### src/rtl/core/rlhc_div.sv
// Restoring shift-subtract divider, one quotient bit per cycle.
// Needs numerator >> QUOT_BITS below the divisor. No dependencies.
module rlhc_div #(
  parameter int DEN_BITS  = 20,
  parameter int QUOT_BITS = 17
) (
  input  logic                          clk,
  input  logic                          rst,
  input  logic                          start,
  input  logic [DEN_BITS+QUOT_BITS-1:0] num,
  input  logic [DEN_BITS-1:0]           den,
  output logic                          busy,
  output logic [QUOT_BITS-1:0]          quot
);

  localparam int CNT_BITS = $clog2(QUOT_BITS + 1);

  logic [DEN_BITS-1:0]  rem;
  logic [DEN_BITS-1:0]  den_q;
  logic [QUOT_BITS-1:0] qsr;
  logic [CNT_BITS-1:0]  cnt;
  logic [DEN_BITS:0]    trial;
  logic                 fits;

  assign trial = {rem, qsr[QUOT_BITS-1]};
  assign fits  = (trial >= {1'b0, den_q});
  assign quot  = qsr;

  always_ff @(posedge clk) begin
    if (rst) begin
      busy <= 1'b0;
      cnt  <= '0;
    end else if (start) begin
      busy <= 1'b1;
      cnt  <= CNT_BITS'(QUOT_BITS);
    end else if (busy) begin
      cnt <= cnt - CNT_BITS'(1);
      if (cnt == CNT_BITS'(1)) begin
        busy <= 1'b0;
      end
    end
  end

  always_ff @(posedge clk) begin
    if (start) begin
      rem   <= num[DEN_BITS+QUOT_BITS-1:QUOT_BITS];
      qsr   <= num[QUOT_BITS-1:0];
      den_q <= den;
    end else if (busy) begin
      rem <= fits ? DEN_BITS'(trial - {1'b0, den_q}) : trial[DEN_BITS-1:0];
      qsr <= {qsr[QUOT_BITS-2:0], fits};
    end
  end

endmodule

### config.mk
export PLATFORM = sky130hd
export DESIGN_NAME = rlhc_div
export DESIGN_NICKNAME = d
export VERILOG_FILES = /design/src/rtl/core/rlhc_div.sv
export SDC_FILE = /design/constraint.sdc
export NUM_CORES = 1
export LEC_CHECK = 0
export BUFFER_PORTS_ARGS = -buffer_cell sky130_fd_sc_hd__buf_2
export CELL_PAD_IN_SITES_DETAIL_PLACEMENT = 0
export CELL_PAD_IN_SITES_GLOBAL_PLACEMENT = 1
export CORE_UTILIZATION = 42
export DETAILED_ROUTE_END_ITERATION = 16
export GPL_TIMING_DRIVEN = 0
export PLACE_DENSITY = 0.76
export SYNTH_ARGS = -nofsm -noshare
export SYNTH_HDL_FRONTEND = slang
export SYNTH_SLANG_ARGS = --single-unit
### constraint.sdc
create_clock -name clk -period 5 [get_ports clk]
set_clock_uncertainty 0.2 [all_clocks]
set_input_delay 0.75 -clock clk [delete_from_list [all_inputs] [get_ports clk]]
set_output_delay 0.75 -clock clk [all_outputs]
set_load 0.005 [all_outputs]
==> qor.txt <==
Max Root-Sink Buffers -> 2
setup_tns -> 0 ns
RSZ-0062 raised after global routing -> false
Worst path slowest cell -> fa_1
# IOs -> 78
NumNets Final -> 503
# clock sinks -> 63
synth top area cells -> edfxtp_1, ha_1, mux2_2, dfxtp_1, xor2_1
sequential cell area fraction in the yosys report -> 0.489
post-route insts no fill -> 533
GRT Total Usage -> 0.201
Top delay family on crit path -> compound AO/OA/AOI/OAI gates
Pre-Repair DR Iteration Count -> 4
Synth Register Bits -> 63
setup bufs post-CTS -> 0
Finished Core Util -> 0.516
crit-path max FO -> 3
endpoints failing setup -> 0
# DRC -> 0
post-synth top area share -> 0.457
crit end category -> flip-flop
gpl congestion -> 0.805
initial antenna violation count -> 0
Core Rows -> 34
Tmin final -> 3.37 ns
Synth Instances -> 332
Max Cap Viol -> 0
number of global-route vias before repair -> 2837
Syn Nets -> 415
HPWL after detailed placement -> 6.07 mm
first-pass GRT wire length -> 13.7 mm
DR WL/cell -> 16.2 microns
Post-synth ARST share -> 0
Post-DP Area -> 4270 sq um
Buf/Inv on CP -> 2
CP Class -> flip-flop to flip-flop
Port-buffer cells -> 77
Core ar. -> 8680 sq um
Slew @ Worst Pin -> 0.910 ns
Ys Warns -> 0
max incr delay on CP -> 0.42 ns
Slew headroom -> 0.394
fraction of layout cells with a size suffix above 1 -> 0.292
total gr overflow -> 0
Syn-to-layout area delta -> 19.6%
Die Ht -> 96.5 microns
Via-to-Cell Ratio -> 5.30
initial drt markers -> 97
Worst path most repeated cell -> inv_1
Most used DFF post-synth -> edfxtp_1
H-tree levels -> 3
Post-CTS Hold Fix Bufs -> 0
DRT Wirelength -> 8.63 mm
largest net degree at the start of global routing -> 38
Distinct cells, synth -> 52
f_max -> 297 MHz
Clk Latency, worst-skew pair -> 0.35 ns
number of CTS-inserted buffers -> 9
max-slew violation count -> 0
Leak Pwr -> 1.91 nW
root buf cell -> clkbuf_8
maximum VDD drop -> 0.230 mV
die area -> 9300 sq um
commonest non-fill, non-tap cell in the layout -> buf_2
worst path required time -> 4.89 ns
number of diodes -> 0
PD cells -> 447 nW/um^2
min-delay worst type -> flip-flop to flip-flop
TritonCTS clock tree -> built
final instance area -> 4480 sq um
Final Hold Viols -> 0
status -> complete, no violations
width of the die -> 96.5 microns
Cell Area, Synth -> 3750 sq um
CP Cell Sequence -> inv_1 > ha_1 > inv_1 > fa_1 > a211o_1 > a21oi_1 > o211ai_1 > a41oi_1 > o21ai_0 > xnor2_1 > nor3_1 > a221o_1
commonest non-fill, non-tap cells in the layout -> buf_2, edfxtp_1, nand2_1
Mean Syn Cell Area -> 11.3 sq um
number of synthesized flops with an enable pin -> 57
initial core utilization -> 0.432
post-route clock period utilization -> 0.674
CTS resizes -> 0
Yosys top cell by area -> edfxtp_1
Post-Place Cells -> 517
PnR Total Power -> 0.00200 W
vias -> 2825
signal arrival time at the worst endpoint -> 3.26 ns
number of nets with antenna violations after routing -> 0
startpoint types -> flip-flop
Worst-path clk slew -> 0.07 ns
-- final cells by class --
class                           instances  area, sq um
Buffer                                 14         68.8
Clock buffer                           10          128
Clock inverter                          6         85.1
Fill cell                             838         4200
Inverter                               27          101
Multi-Input combinational cell        228         1750
Sequential cell                        63         1830
Tap cell                              108          135
Timing Repair Buffer                   77          385
-- worst min-delay path, delay by kind of cell (launching register included) --
family	cells	cell delay (ns)
AND/OR/NAND/NOR	1	0.10
flip-flops	1	0.33
AO/OA/AOI/OAI	1	0.05
-- cell usage after synthesis, types with 2 or more instances --
master    instances
edfxtp_1         57
nand2_1          30
inv_1            27
ha_1             22
a21oi_1          17
mux2_2           17
o21ai_0          14
xor2_1           13
nand3b_1         10
nor2_1           10
nor2b_1          10
nor3_1           10
a21o_1            9
xnor2_1           9
clkbuf_1          7
dfxtp_1           6
mux2i_1           6
o311ai_1          6
buf_1             4
nand3_1           4
o211ai_2          4
a221o_1           3
nor4_1            3
and3_1            2
buf_6             2
nand2b_1          2
nand4_1           2
o21a_1            2
-- path summary, 6_finish.rpt --
path                       start             endpoint  slack [ns]  depth (start not counted)
max           quot[16]$_DFFE_PP_    rem[16]$_DFFE_PP_        1.63                         12
min          cnt[1]$_SDFFE_PP0P_  cnt[1]$_SDFFE_PP0P_        0.32                          2
max reg2reg   quot[16]$_DFFE_PP_    rem[16]$_DFFE_PP_        1.63                         12
min reg2reg  cnt[1]$_SDFFE_PP0P_  cnt[1]$_SDFFE_PP0P_        0.32                          2
-- registers in the layout, indices dropped and copies added (netlist names) --
register	count
rem	20
quot	17
busy	1
cnt	5
den_q	20
-- report_power, final --
| group | internal [W] | leakage, nW | switching [W] | total, W |
|---|---|---|---|---|
| clock network | 0.000279 | 0.104 | 0.000210 | 0.000489 |
| logic | 0.000342 | 1.18 | 0.000441 | 0.000783 |
| registers | 0.000687 | 0.620 | 0.0000432 | 0.000730 |
-- per-stage QoR --
step           hold slack, ns  worst slack (ns)
2_1_floorplan           0.284              1.98
5_1_grt                 0.362              1.44
6_report                0.322              1.63
3_3_place_gp            0.304              1.37
4_1_cts                 0.328              1.62
3_5_place_dp            0.317              1.32
-- layer usage --
metal,global-route usage,share of wire,up-vias
li1,-,-,1398
met1,0.263,0.46,1342
met2,0.319,0.46,73
met3,0.0579,0.070,12
met4,0.0662,0.012,0
met5,0,0,-
-- logic make-up (layout without fill, tap and decap cells) --
logic type,Yosys count,count (layout),synth area share
AND/OR/NAND/NOR,89,89,0.124
AO/OA/AOI/OAI,71,71,0.145
buffers and inverters,41,134,0.0454
multiplexers,23,23,0.0671
flip-flops,63,63,0.489
adder cells (fa/ha/maj),23,23,0.0788
XOR/XNOR,22,22,0.0514
No activity file was read; power rests on OpenSTA's default activity.
